==> config.mk <==
export PLATFORM = sky130hd
export DESIGN_NAME = ordered_array_table_unit
export DESIGN_NICKNAME = d
export VERILOG_FILES = /design/src/rtl/oat_pkg.sv /design/src/rtl/oat_ram.sv /design/src/rtl/oat_ctrl.sv /design/src/rtl/oat_dp.sv /design/src/rtl/ordered_array_table_unit.sv
export VERILOG_INCLUDE_DIRS = /design/src /design/src/rtl
export SDC_FILE = /design/constraint.sdc
export NUM_CORES = 1
export LEC_CHECK = 0
export BUFFER_PORTS_ARGS = -buffer_cell sky130_fd_sc_hd__buf_4
export CORE_UTILIZATION = 61
export CTS_CLUSTER_SIZE = 24
export DETAILED_ROUTE_END_ITERATION = 12
export GPL_TIMING_DRIVEN = 0
export PLACE_DENSITY_LB_ADDON = 0.08
export SETUP_SLACK_MARGIN = 0.2
export SYNTH_ARGS = -nofsm -noshare
export SYNTH_HDL_FRONTEND = slang
export SYNTH_HIERARCHICAL = 1
export SYNTH_SLANG_ARGS = --single-unit
==> constraint.sdc <==
create_clock -name clk_i -period 9.3 [get_ports clk_i]
set_clock_uncertainty 0.2 [all_clocks]
set_input_delay 0.465 -clock clk_i [delete_from_list [all_inputs] [get_ports clk_i]]
set_output_delay 0.465 -clock clk_i [all_outputs]
set_load 0.1 [all_outputs]
==> src/rtl/ordered_array_table_unit_assert.svh <==
// assertion macros used by the rtl datapath
`ifndef ORDERED_ARRAY_TABLE_UNIT_ASSERT_SVH
`define ORDERED_ARRAY_TABLE_UNIT_ASSERT_SVH

// same-cycle implication
`define OAT_ASSERT_IMP(lbl, ante, cons, msg) \
  lbl: assert property (@(posedge clk_i) disable iff (!rst_ni) (ante) |-> (cons)) \
    else $error(msg);

// next-cycle implication
`define OAT_ASSERT_NXT(lbl, ante, cons, msg) \
  lbl: assert property (@(posedge clk_i) disable iff (!rst_ni) (ante) |=> (cons)) \
    else $error(msg);

`endif

==> src/rtl/oat_pkg.sv <==
`timescale 1ns / 1ps
`default_nettype none

package oat_pkg;

  localparam int Depth     = 16;
  localparam int AddrW     = $clog2(Depth);
  localparam int CntW      = $clog2(Depth + 1);
  localparam int WordW     = 32;
  localparam int PosW      = 5;
  localparam int CapW      = 5;
  localparam int FoundW    = 5;
  localparam int KindW     = 3;
  localparam int InTdataW  = 40;
  localparam int OutTdataW = 48;
  localparam int OutPadW   = OutTdataW - (2 + FoundW + WordW + CntW + 2);

  localparam logic [CapW-1:0] CapReset = CapW'(16);
  localparam logic [CntW-1:0] CntOne   = CntW'(1);
  localparam logic [CntW-1:0] CntDepth = CntW'(Depth);

  typedef enum logic [KindW-1:0] {
    K_APPEND = 3'd0,
    K_INSERT = 3'd1,
    K_DELETE = 3'd2,
    K_SEARCH = 3'd3,
    K_READ   = 3'd4,
    K_CLEAR  = 3'd5
  } kind_e;

  typedef enum logic [1:0] {
    ST_OK       = 2'd0,
    ST_FULL     = 2'd1,
    ST_BADIDX   = 2'd2,
    ST_NOTFOUND = 2'd3
  } status_e;

  typedef struct packed {
    logic    req_load;
    logic    st_load;
    status_e st_code;
    logic    app_wr;
    logic    clr;
    logic    ins_start;
    logic    shift_step;
    logic    ins_fin;
    logic    scan_start;
    logic    scan_step;
    logic    scan_fin;
    logic    rd_issue;
    logic    res_load;
  } dp_cmd_t;

  typedef struct packed {
    kind_e kind;
    logic  full;
    logic  pos_ok;
    logic  rd_ok;
    logic  shift_busy;
    logic  scan_busy;
    logic  hit;
    logic  out_free;
  } dp_sts_t;

endpackage

`default_nettype wire

==> src/rtl/oat_ram.sv <==
`timescale 1ns / 1ps
`default_nettype none

module oat_ram #(
  parameter int Width = 32,
  parameter int Depth = 16
) (
  input  wire logic                     clk_i,
  input  wire logic                     we_i,
  input  wire logic [$clog2(Depth)-1:0] waddr_i,
  input  wire logic [Width-1:0]         wdata_i,
  input  wire logic                     re_i,
  input  wire logic [$clog2(Depth)-1:0] raddr_i,
  output logic      [Width-1:0]         rdata_o
);

  logic [Width-1:0] mem_q [Depth];
  logic [Width-1:0] rdata_q;

  always_ff @(posedge clk_i) begin
    if (we_i) begin
      mem_q[waddr_i] <= wdata_i;
    end
    if (re_i) begin
      rdata_q <= mem_q[raddr_i];
    end
  end

  assign rdata_o = rdata_q;

endmodule

`default_nettype wire

==> src/rtl/oat_ctrl.sv <==
`timescale 1ns / 1ps
`default_nettype none

module oat_ctrl (
  input  wire logic             clk_i,
  input  wire logic             rst_ni,
  input  wire logic             in_valid_i,
  output logic                  in_ready_o,
  input  wire oat_pkg::dp_sts_t sts_i,
  output oat_pkg::dp_cmd_t      cmd_o
);

  typedef enum logic [4:0] {
    S_IDLE   = 5'b00001,
    S_DECIDE = 5'b00010,
    S_SHIFT  = 5'b00100,
    S_SCAN   = 5'b01000,
    S_FIN    = 5'b10000
  } state_e;

  state_e state_q, state_d;

  always_ff @(posedge clk_i or negedge rst_ni) begin
    if (!rst_ni) begin
      state_q <= S_IDLE;
    end else begin
      state_q <= state_d;
    end
  end

  assign in_ready_o = (state_q == S_IDLE);

  always_comb begin
    state_d = state_q;
    cmd_o   = '0;
    cmd_o.st_code = oat_pkg::ST_OK;
    case (state_q)
      S_IDLE: begin
        if (in_valid_i) begin
          cmd_o.req_load = 1'b1;
          state_d = S_DECIDE;
        end
      end
      S_DECIDE: begin
        state_d = S_FIN;
        cmd_o.st_load = 1'b1;
        case (sts_i.kind)
          oat_pkg::K_APPEND: begin
            if (sts_i.full) begin
              cmd_o.st_code = oat_pkg::ST_FULL;
            end else begin
              cmd_o.app_wr = 1'b1;
            end
          end
          oat_pkg::K_INSERT: begin
            if (sts_i.full) begin
              cmd_o.st_code = oat_pkg::ST_FULL;
            end else if (!sts_i.pos_ok) begin
              cmd_o.st_code = oat_pkg::ST_BADIDX;
            end else begin
              cmd_o.ins_start = 1'b1;
              state_d = S_SHIFT;
            end
          end
          oat_pkg::K_DELETE, oat_pkg::K_SEARCH: begin
            cmd_o.st_load    = 1'b0;
            cmd_o.scan_start = 1'b1;
            state_d = S_SCAN;
          end
          oat_pkg::K_READ: begin
            if (sts_i.rd_ok) begin
              cmd_o.rd_issue = 1'b1;
            end else begin
              cmd_o.st_code = oat_pkg::ST_BADIDX;
            end
          end
          oat_pkg::K_CLEAR: begin
            cmd_o.clr = 1'b1;
          end
          default: begin
          end
        endcase
      end
      S_SHIFT: begin
        if (sts_i.shift_busy) begin
          cmd_o.shift_step = 1'b1;
        end else begin
          cmd_o.ins_fin = 1'b1;
          state_d = S_FIN;
        end
      end
      S_SCAN: begin
        if (sts_i.scan_busy) begin
          cmd_o.scan_step = 1'b1;
        end else begin
          cmd_o.st_load  = 1'b1;
          cmd_o.st_code  = sts_i.hit ? oat_pkg::ST_OK : oat_pkg::ST_NOTFOUND;
          cmd_o.scan_fin = 1'b1;
          state_d = S_FIN;
        end
      end
      S_FIN: begin
        if (sts_i.out_free) begin
          cmd_o.res_load = 1'b1;
          state_d = S_IDLE;
        end
      end
      default: begin
        state_d = S_IDLE;
      end
    endcase
  end

endmodule

`default_nettype wire

==> src/rtl/oat_dp.sv <==
`timescale 1ns / 1ps
`default_nettype none

`include "ordered_array_table_unit_assert.svh"

module oat_dp (
  input  wire logic                           clk_i,
  input  wire logic                           rst_ni,
  input  wire logic                           cfg_valid_i,
  input  wire logic [oat_pkg::CapW-1:0]       cfg_data_i,
  input  wire logic [oat_pkg::InTdataW-1:0]   in_tdata_i,
  input  wire logic [oat_pkg::KindW-1:0]      in_tuser_i,
  input  wire oat_pkg::dp_cmd_t               cmd_i,
  output oat_pkg::dp_sts_t                    sts_o,
  output logic                                out_tvalid_o,
  input  wire logic                           out_tready_i,
  output logic [oat_pkg::OutTdataW-1:0]       out_tdata_o
);

  logic [oat_pkg::CapW-1:0]      cap_q;
  logic [oat_pkg::CntW-1:0]      count_q;
  oat_pkg::kind_e                kind_q;
  logic [oat_pkg::WordW-1:0]     value_q;
  logic [oat_pkg::PosW-1:0]      pos_q;
  oat_pkg::status_e              status_q;
  logic [oat_pkg::CntW-1:0]      idx_q;
  logic [oat_pkg::AddrW-1:0]     tgt_q;
  logic                          rv_q;
  logic                          hit_q;
  logic [oat_pkg::AddrW-1:0]     hit_idx_q;
  logic                          out_valid_q;
  logic [oat_pkg::OutTdataW-1:0] out_data_q;

  logic                          ram_we;
  logic [oat_pkg::AddrW-1:0]     ram_waddr;
  logic [oat_pkg::WordW-1:0]     ram_wdata;
  logic                          ram_re;
  logic [oat_pkg::AddrW-1:0]     ram_raddr;
  logic [oat_pkg::WordW-1:0]     ram_rdata;

  logic                          full;
  logic                          issue_sh;
  logic                          issue_sc;
  logic                          match;
  logic                          is_del;
  logic [oat_pkg::CntW-1:0]      idx_m1;
  logic [oat_pkg::PosW-1:0]      pos_m1;
  logic [oat_pkg::WordW-1:0]     rd_res;
  logic [oat_pkg::FoundW-1:0]    found_res;

  oat_ram #(
    .Width (oat_pkg::WordW),
    .Depth (oat_pkg::Depth)
  ) u_ram (
    .clk_i   (clk_i),
    .we_i    (ram_we),
    .waddr_i (ram_waddr),
    .wdata_i (ram_wdata),
    .re_i    (ram_re),
    .raddr_i (ram_raddr),
    .rdata_o (ram_rdata)
  );

  // capacity above depth behaves as depth
  assign full     = (count_q >= oat_pkg::CntW'(cap_q)) || (count_q >= oat_pkg::CntDepth);
  assign issue_sh = (idx_q >= oat_pkg::CntW'(pos_q));
  assign issue_sc = (idx_q < count_q);
  assign match    = (ram_rdata == value_q);
  assign is_del   = (kind_q == oat_pkg::K_DELETE);
  assign idx_m1   = idx_q - oat_pkg::CntOne;
  assign pos_m1   = pos_q - oat_pkg::PosW'(1);

  assign sts_o.kind       = kind_q;
  assign sts_o.full       = full;
  assign sts_o.pos_ok     = (pos_q != '0) && (oat_pkg::CntW'(pos_q) <= count_q);
  assign sts_o.rd_ok      = (oat_pkg::CntW'(pos_q) < count_q);
  assign sts_o.shift_busy = issue_sh || rv_q;
  assign sts_o.scan_busy  = issue_sc || rv_q;
  assign sts_o.hit        = hit_q;
  assign sts_o.out_free   = !out_valid_q || out_tready_i;

  always_comb begin
    ram_we    = 1'b0;
    ram_waddr = tgt_q;
    ram_wdata = ram_rdata;
    ram_re    = 1'b0;
    ram_raddr = idx_q[oat_pkg::AddrW-1:0];
    if (cmd_i.app_wr) begin
      ram_we    = 1'b1;
      ram_waddr = count_q[oat_pkg::AddrW-1:0];
      ram_wdata = value_q;
    end
    if (cmd_i.shift_step) begin
      ram_re    = issue_sh;
      ram_raddr = idx_m1[oat_pkg::AddrW-1:0];
      ram_we    = rv_q;
    end
    if (cmd_i.ins_fin) begin
      ram_we    = 1'b1;
      ram_waddr = pos_m1[oat_pkg::AddrW-1:0];
      ram_wdata = value_q;
    end
    // scan reads every entry; on delete, every entry after the hit moves down one slot
    if (cmd_i.scan_step) begin
      ram_re    = issue_sc;
      ram_we    = rv_q && hit_q && is_del;
      ram_waddr = tgt_q - oat_pkg::AddrW'(1);
    end
    if (cmd_i.rd_issue) begin
      ram_re    = 1'b1;
      ram_raddr = pos_q[oat_pkg::AddrW-1:0];
    end
  end

  always_ff @(posedge clk_i or negedge rst_ni) begin
    if (!rst_ni) begin
      cap_q   <= oat_pkg::CapReset;
      count_q <= '0;
      idx_q   <= '0;
      rv_q    <= 1'b0;
      hit_q   <= 1'b0;
    end else begin
      if (cfg_valid_i) begin
        cap_q <= cfg_data_i;
      end
      if (cmd_i.app_wr || cmd_i.ins_fin) begin
        count_q <= count_q + oat_pkg::CntOne;
      end else if (cmd_i.clr) begin
        count_q <= '0;
      end else if (cmd_i.scan_fin && hit_q && is_del) begin
        count_q <= count_q - oat_pkg::CntOne;
      end
      if (cmd_i.ins_start) begin
        idx_q <= count_q;
        rv_q  <= 1'b0;
      end else if (cmd_i.scan_start) begin
        idx_q <= '0;
        rv_q  <= 1'b0;
        hit_q <= 1'b0;
      end else if (cmd_i.shift_step) begin
        rv_q <= issue_sh;
        if (issue_sh) begin
          idx_q <= idx_m1;
        end
      end else if (cmd_i.scan_step) begin
        rv_q <= issue_sc;
        if (issue_sc) begin
          idx_q <= idx_q + oat_pkg::CntOne;
        end
        if (rv_q && !hit_q && match) begin
          hit_q <= 1'b1;
        end
      end
    end
  end

  always_ff @(posedge clk_i) begin
    if (cmd_i.req_load) begin
      kind_q  <= oat_pkg::kind_e'(in_tuser_i);
      value_q <= in_tdata_i[oat_pkg::WordW-1:0];
      pos_q   <= in_tdata_i[oat_pkg::WordW +: oat_pkg::PosW];
    end
    if (cmd_i.st_load) begin
      status_q <= cmd_i.st_code;
    end
    if ((cmd_i.shift_step && issue_sh) || (cmd_i.scan_step && issue_sc)) begin
      tgt_q <= idx_q[oat_pkg::AddrW-1:0];
    end
    if (cmd_i.scan_step && rv_q && !hit_q && match) begin
      hit_idx_q <= tgt_q;
    end
  end

  // result fields
  always_comb begin
    rd_res = '0;
    if (kind_q == oat_pkg::K_READ) begin
      rd_res = (status_q == oat_pkg::ST_OK) ? ram_rdata : '1;
    end
    found_res = '1;
    if ((is_del || (kind_q == oat_pkg::K_SEARCH)) && hit_q) begin
      found_res = oat_pkg::FoundW'(hit_idx_q);
    end
  end

  always_ff @(posedge clk_i or negedge rst_ni) begin
    if (!rst_ni) begin
      out_valid_q <= 1'b0;
    end else if (cmd_i.res_load) begin
      out_valid_q <= 1'b1;
    end else if (out_tready_i) begin
      out_valid_q <= 1'b0;
    end
  end

  always_ff @(posedge clk_i) begin
    if (cmd_i.res_load) begin
      out_data_q <= {{oat_pkg::OutPadW{1'b0}}, full, (count_q == '0), count_q,
                     rd_res, found_res, status_q};
    end
  end

  assign out_tvalid_o = out_valid_q;
  assign out_tdata_o  = out_data_q;

  `OAT_ASSERT_IMP(a_count_range, 1'b1, count_q <= oat_pkg::CntDepth, "fill count above depth")
  `OAT_ASSERT_NXT(a_append_inc, cmd_i.app_wr, count_q == $past(count_q) + oat_pkg::CntOne, "append did not grow count")
  `OAT_ASSERT_NXT(a_delete_dec, cmd_i.scan_fin && hit_q && is_del, (count_q + oat_pkg::CntOne) == $past(count_q), "delete did not shrink count")
  `OAT_ASSERT_NXT(a_hit_sticky, cmd_i.scan_step && hit_q, hit_q && (hit_idx_q == $past(hit_idx_q)), "first match lost during scan")

endmodule

`default_nettype wire

==> src/rtl/ordered_array_table_unit.sv <==
// ordered array table: a 16-entry table of signed 32-bit words with a fill count
// requests enter on the s_axis channel, kind in tuser and value/position in tdata;
// every request gives exactly one result on the m_axis channel
// the capacity register is written on the cfg channel; the user must write it only
// while the block is idle, the block itself does not enforce it
// append, read, clear and unused kinds go from the decide state straight to the
// result state; insert walks the entries from the count down to the position,
// delete and search walk all filled entries, one entry per cycle, over the entry ram
// with its separate read and write ports; one request is worked on at a time;
// s_axis_tready rises again as soon as the result sits in the output register,
// so the next request can start while the receiver has not yet taken the previous result
// the next request is accepted in the cycle after the result is loaded, at the earliest
// if the receiver stalls, the result holds in the output register and the block
// waits at the end of the next request until that register is free
// reset empties the table (count zero) and sets the capacity to 16; entry storage
// is not cleared, entries beyond the count are never read
`timescale 1ns / 1ps
`default_nettype none

module ordered_array_table_unit (
  input  wire logic                           clk_i,
  input  wire logic                           rst_ni,
  input  wire logic                           s_axis_tvalid,
  output logic                                s_axis_tready,
  // value [31:0], position [36:32], zero pad [39:37]
  input  wire logic [oat_pkg::InTdataW-1:0]   s_axis_tdata,
  // kind [2:0]
  input  wire logic [oat_pkg::KindW-1:0]      s_axis_tuser,
  output logic                                m_axis_tvalid,
  input  wire logic                           m_axis_tready,
  // status [1:0], found_index [6:2], read_value [38:7], count [43:39],
  // empty_res [44], full_res [45], zero pad [47:46]
  output logic [oat_pkg::OutTdataW-1:0]       m_axis_tdata,
  input  wire logic                           cfg_valid_i,
  output logic                                cfg_ready_o,
  input  wire logic [oat_pkg::CapW-1:0]       cfg_data_i
);

  oat_pkg::dp_cmd_t cmd;
  oat_pkg::dp_sts_t sts;

  assign cfg_ready_o = 1'b1;

  oat_ctrl u_ctrl (
    .clk_i      (clk_i),
    .rst_ni     (rst_ni),
    .in_valid_i (s_axis_tvalid),
    .in_ready_o (s_axis_tready),
    .sts_i      (sts),
    .cmd_o      (cmd)
  );

  oat_dp u_dp (
    .clk_i        (clk_i),
    .rst_ni       (rst_ni),
    .cfg_valid_i  (cfg_valid_i),
    .cfg_data_i   (cfg_data_i),
    .in_tdata_i   (s_axis_tdata),
    .in_tuser_i   (s_axis_tuser),
    .cmd_i        (cmd),
    .sts_o        (sts),
    .out_tvalid_o (m_axis_tvalid),
    .out_tready_i (m_axis_tready),
    .out_tdata_o  (m_axis_tdata)
  );

endmodule

`default_nettype wire

==> impl_metrics.py <==
metrics = {
    "hold_path": {
        "hold_path_class": "primary input to flop",
    },
    "global_routing": {
        "overflow": 0,
        "grt_pass1_wl_um": 95610,
        "grtUsageTotal": 0.3058,
        "grt_pass1_vias": 14780,
        "antenna_found_initial": 0,
        "grt_max_degree": 48,
    },
    "detailed_routing": {
        "drtAntennaViolNets": 0,
        "postRouteWirelength_um": 65170,
        "wl_per_cell_um": 28.17,
        "drt_first_pass_iters": 5,
        "drc": 0,
        "via_per_inst": 6.335,
        "via_count": 14650,
        "initialDrtViolationCount": 1595,
    },
    "critical_path": {
        "cp.arrival_ps": 6400,
        "critPathKind": "flop to flop",
        "cp-start-kind": "flop",
        "worst-endpoint-required_ps": 9390,
        "cp_max_fo": 10,
        "endpoint_kind": "flop",
    },
    "timing": {
        "min_period_ps": 6308,
        "fmax_mhz": 158.5,
        "hold_violations": 0,
        "fin_crit_sh": 0.6783,
        "slew_violations": 0,
        "rsz0062_at_grt": "no",
        "finalSetupViolations": 0,
        "slew_headroom": 0.2873,
        "setup_ws_ps": 2992,
        "worstMarginPinSlew_ps": 1069,
    },
    "yosys": {
        "synth.ff_latch_count": 663,
        "synth_edf_count": 640,
        "yosysMostFrequentCell": "edfxtp_1",
        "yosysSeqAreaShare": 0.7452,
        "ys_warn_count": 6,
        "yosysUniqueCellTypes": 75,
        "syn_area_um2": 26570,
        "yosys-top-cells-count": "edfxtp_1 (640), nand2_1 (157), mux4_2 (128)",
        "yosys_most_used_dff": "edfxtp_1",
        "async_flop_share": 0.03469,
        "synth.area.top_cells": "edfxtp_1 (72%), mux4_2 (11%), nand2_1 (2.2%)",
        "synth.avg_cell_area_um2": 18.51,
        "synth_top_area_frac": 0.7234,
        "syn_inst": 1435,
        "yosysTopAreaCell": "edfxtp_1",
    },
    "floorplan": {
        "io_pins": 104,
        "dieArea_um2": 44390,
        "fp.dieH_um": 210.7,
        "die_width_um": 210.7,
        "core_um2": 42980,
        "start_util": 0.6181,
        "num_rows": 76,
    },
    "clock_network": {
        "cts_htree_levels": 3,
        "hold_buffers": 48,
        "numCtsBuffers": 67,
        "cts_buffer_depth": 3,
        "cts_tree": "yes",
        "clk_pin_slew_ps": 60,
        "post_cts_buffers": 0,
        "post_cts_resized": 0,
        "cts.sinks": 663,
        "cts_root_buf": "clkbuf_16",
        "clock_latency_ps": 590,
    },
    "run_status": {
        "run_status": "completed",
    },
    "layout": {
        "fin_nets": 1763,
        "area_growth_pct": 17.67,
        "drive_gt1_frac": 0.2367,
        "antenna_cells": 0,
    },
    "placement": {
        "hpwlAfterDp_um": 40990,
        "io_buffer_count": 96,
        "dp_slack_ps": 3062,
        "gp_congestion": 0.8361,
    },
    "power_and_ir_drop": {
        "cellLeakagePower_nw": 10.36,
        "p_total_mw": 7.643,
        "powerDensity_nw_per_um2": 244.5,
        "ir_drop_mv": 0.1699,
    },
    "job": {
        "max-cap-violations": 0,
    },
}
layout by cell type, fill, tap and decap left out, drive strengths merged, types with 9 or more instances in the layout:
master       count
a21oi           15
buf            162
nand2          158
inv             27
ha              29
nor2            32
clkinv          26
o21ai           31
o21a            32
dfrtp           21
or2              9
dlygate4sd3     48
mux4           128
edfxtp         640
nand4           10
xnor2           35
nor3            14
clkbuf         118
a22oi           65
routing by layer:
| layer | track usage | routed length [um] | up-vias |
|---|---|---|---|
| met2 | 0.4935 | 32040 | 704 |
| met5 | 0 | 0 | - |
| met1 | 0.4227 | 25540 | 7586 |
| li1 | - | - | 6228 |
| met4 | 0.1072 | 2127 | 0 |
| met3 | 0.06096 | 5464 | 134 |
final timing paths:
path | start | end | slack, ps | cells after the start
worst min register to register | u_dp/status_q[0] | u_dp/out_tdata_o[0] | 260 | 0
worst max register to register | u_dp/count_q[0] | u_dp/u_ram/mem_q[4][11] | 2990 | 18
worst max-delay path | u_dp/count_q[0] | u_dp/u_ram/mem_q[4][11] | 2990 | 18
min in group asynchronous | rst_ni | u_dp/cap_q[2] | 130 | 2
max in group asynchronous | rst_ni | u_ctrl/state_q[0] | 8470 | 2
worst min-delay path | cfg_valid_i | u_dp/cap_q[4] | 90 | 3
registers in the layout, indices dropped and copies added (netlist names), 2 cells and up:
| register | count |
|---|---|
| u_dp/u_ram/mem_q | 512 |
| u_dp/kind_q | 3 |
| u_dp/idx_q | 5 |
| u_ctrl/state_q | 5 |
| u_dp/pos_q | 5 |
| u_dp/hit_idx_q | 4 |
| u_dp/status_q | 2 |
| u_dp/u_ram/rdata_o | 32 |
| u_dp/value_q | 32 |
| u_dp/tgt_q | 4 |
| u_dp/cap_q | 5 |
| u_dp/count_q | 5 |
| u_dp/out_tdata_o | 46 |
power breakdown:
part | total (mW) | switching [mW] | leakage (nW) | internal, mW
combinational | 1.55 | 0.896 | 3.29 | 0.653
sequential | 3.51 | 0.0966 | 6.05 | 3.41
clock | 2.59 | 1.08 | 1.01 | 1.51
total | 7.64 | 2.07 | 10.4 | 5.57
cell type report:
| cell class | instances | area (um^2) |
|---|---|---|
| plain buffers | 70 | 330.3 |
| flip-flops and latches | 663 | 19800 |
| well taps | 585 | 732.0 |
| multi-input cells | 676 | 6474 |
| clock inverters | 34 | 327.8 |
| inverters | 27 | 101.3 |
| clock buffers | 82 | 1754 |
| fillers | 2580 | 11720 |
| repair buffers | 176 | 1744 |
worst max-delay path, cell delays in order (launching register included):
cell and delay [ps]:
dfrtp_1 540, inv_1 200, ha_1 300, nand2b_1 140, a21o_1 180, a21o_1 170, a21o_1 170, a211o_1 300
buf_4 160, nor4_2 250, clkbuf_1 340, or2_1 150, clkbuf_1 580, nor3_1 90, a221oi_1 530, nand3b_1 430
nor3_2 870, buf_8 240, buf_6 160
logic make-up after synthesis:
| logic type | synth area share |
|---|---|
| compound gates | 0.04766 |
| xor+xnor | 0.01385 |
| fa+ha+maj | 0.01366 |
| buf+inv | 0.01625 |
| flops | 0.7452 |
| mux | 0.1105 |
| other cells | 0.0002827 |
| simple gates | 0.05266 |
metrics by stage:
stage / instances / hold slack, ps / TNS [ps] / cell area, um^2 / utilization
2_1_floorplan: 1436 / -30.59 / 0 / 26570 / -
3_3_place_gp: 2117 / 181.3 / -99400 / 28020 / 0.6520
3_5_place_dp: 2149 / 185.5 / 0 / 28700 / 0.6676
4_1_cts: 2313 / 61.16 / 0 / 31260 / 0.7273
5_1_grt: 2313 / 124.3 / 0 / 31260 / 0.7273
6_report: 2313 / 89.20 / 0 / 31260 / 0.7273
Note: power is estimated with default switching activity, not from simulation.
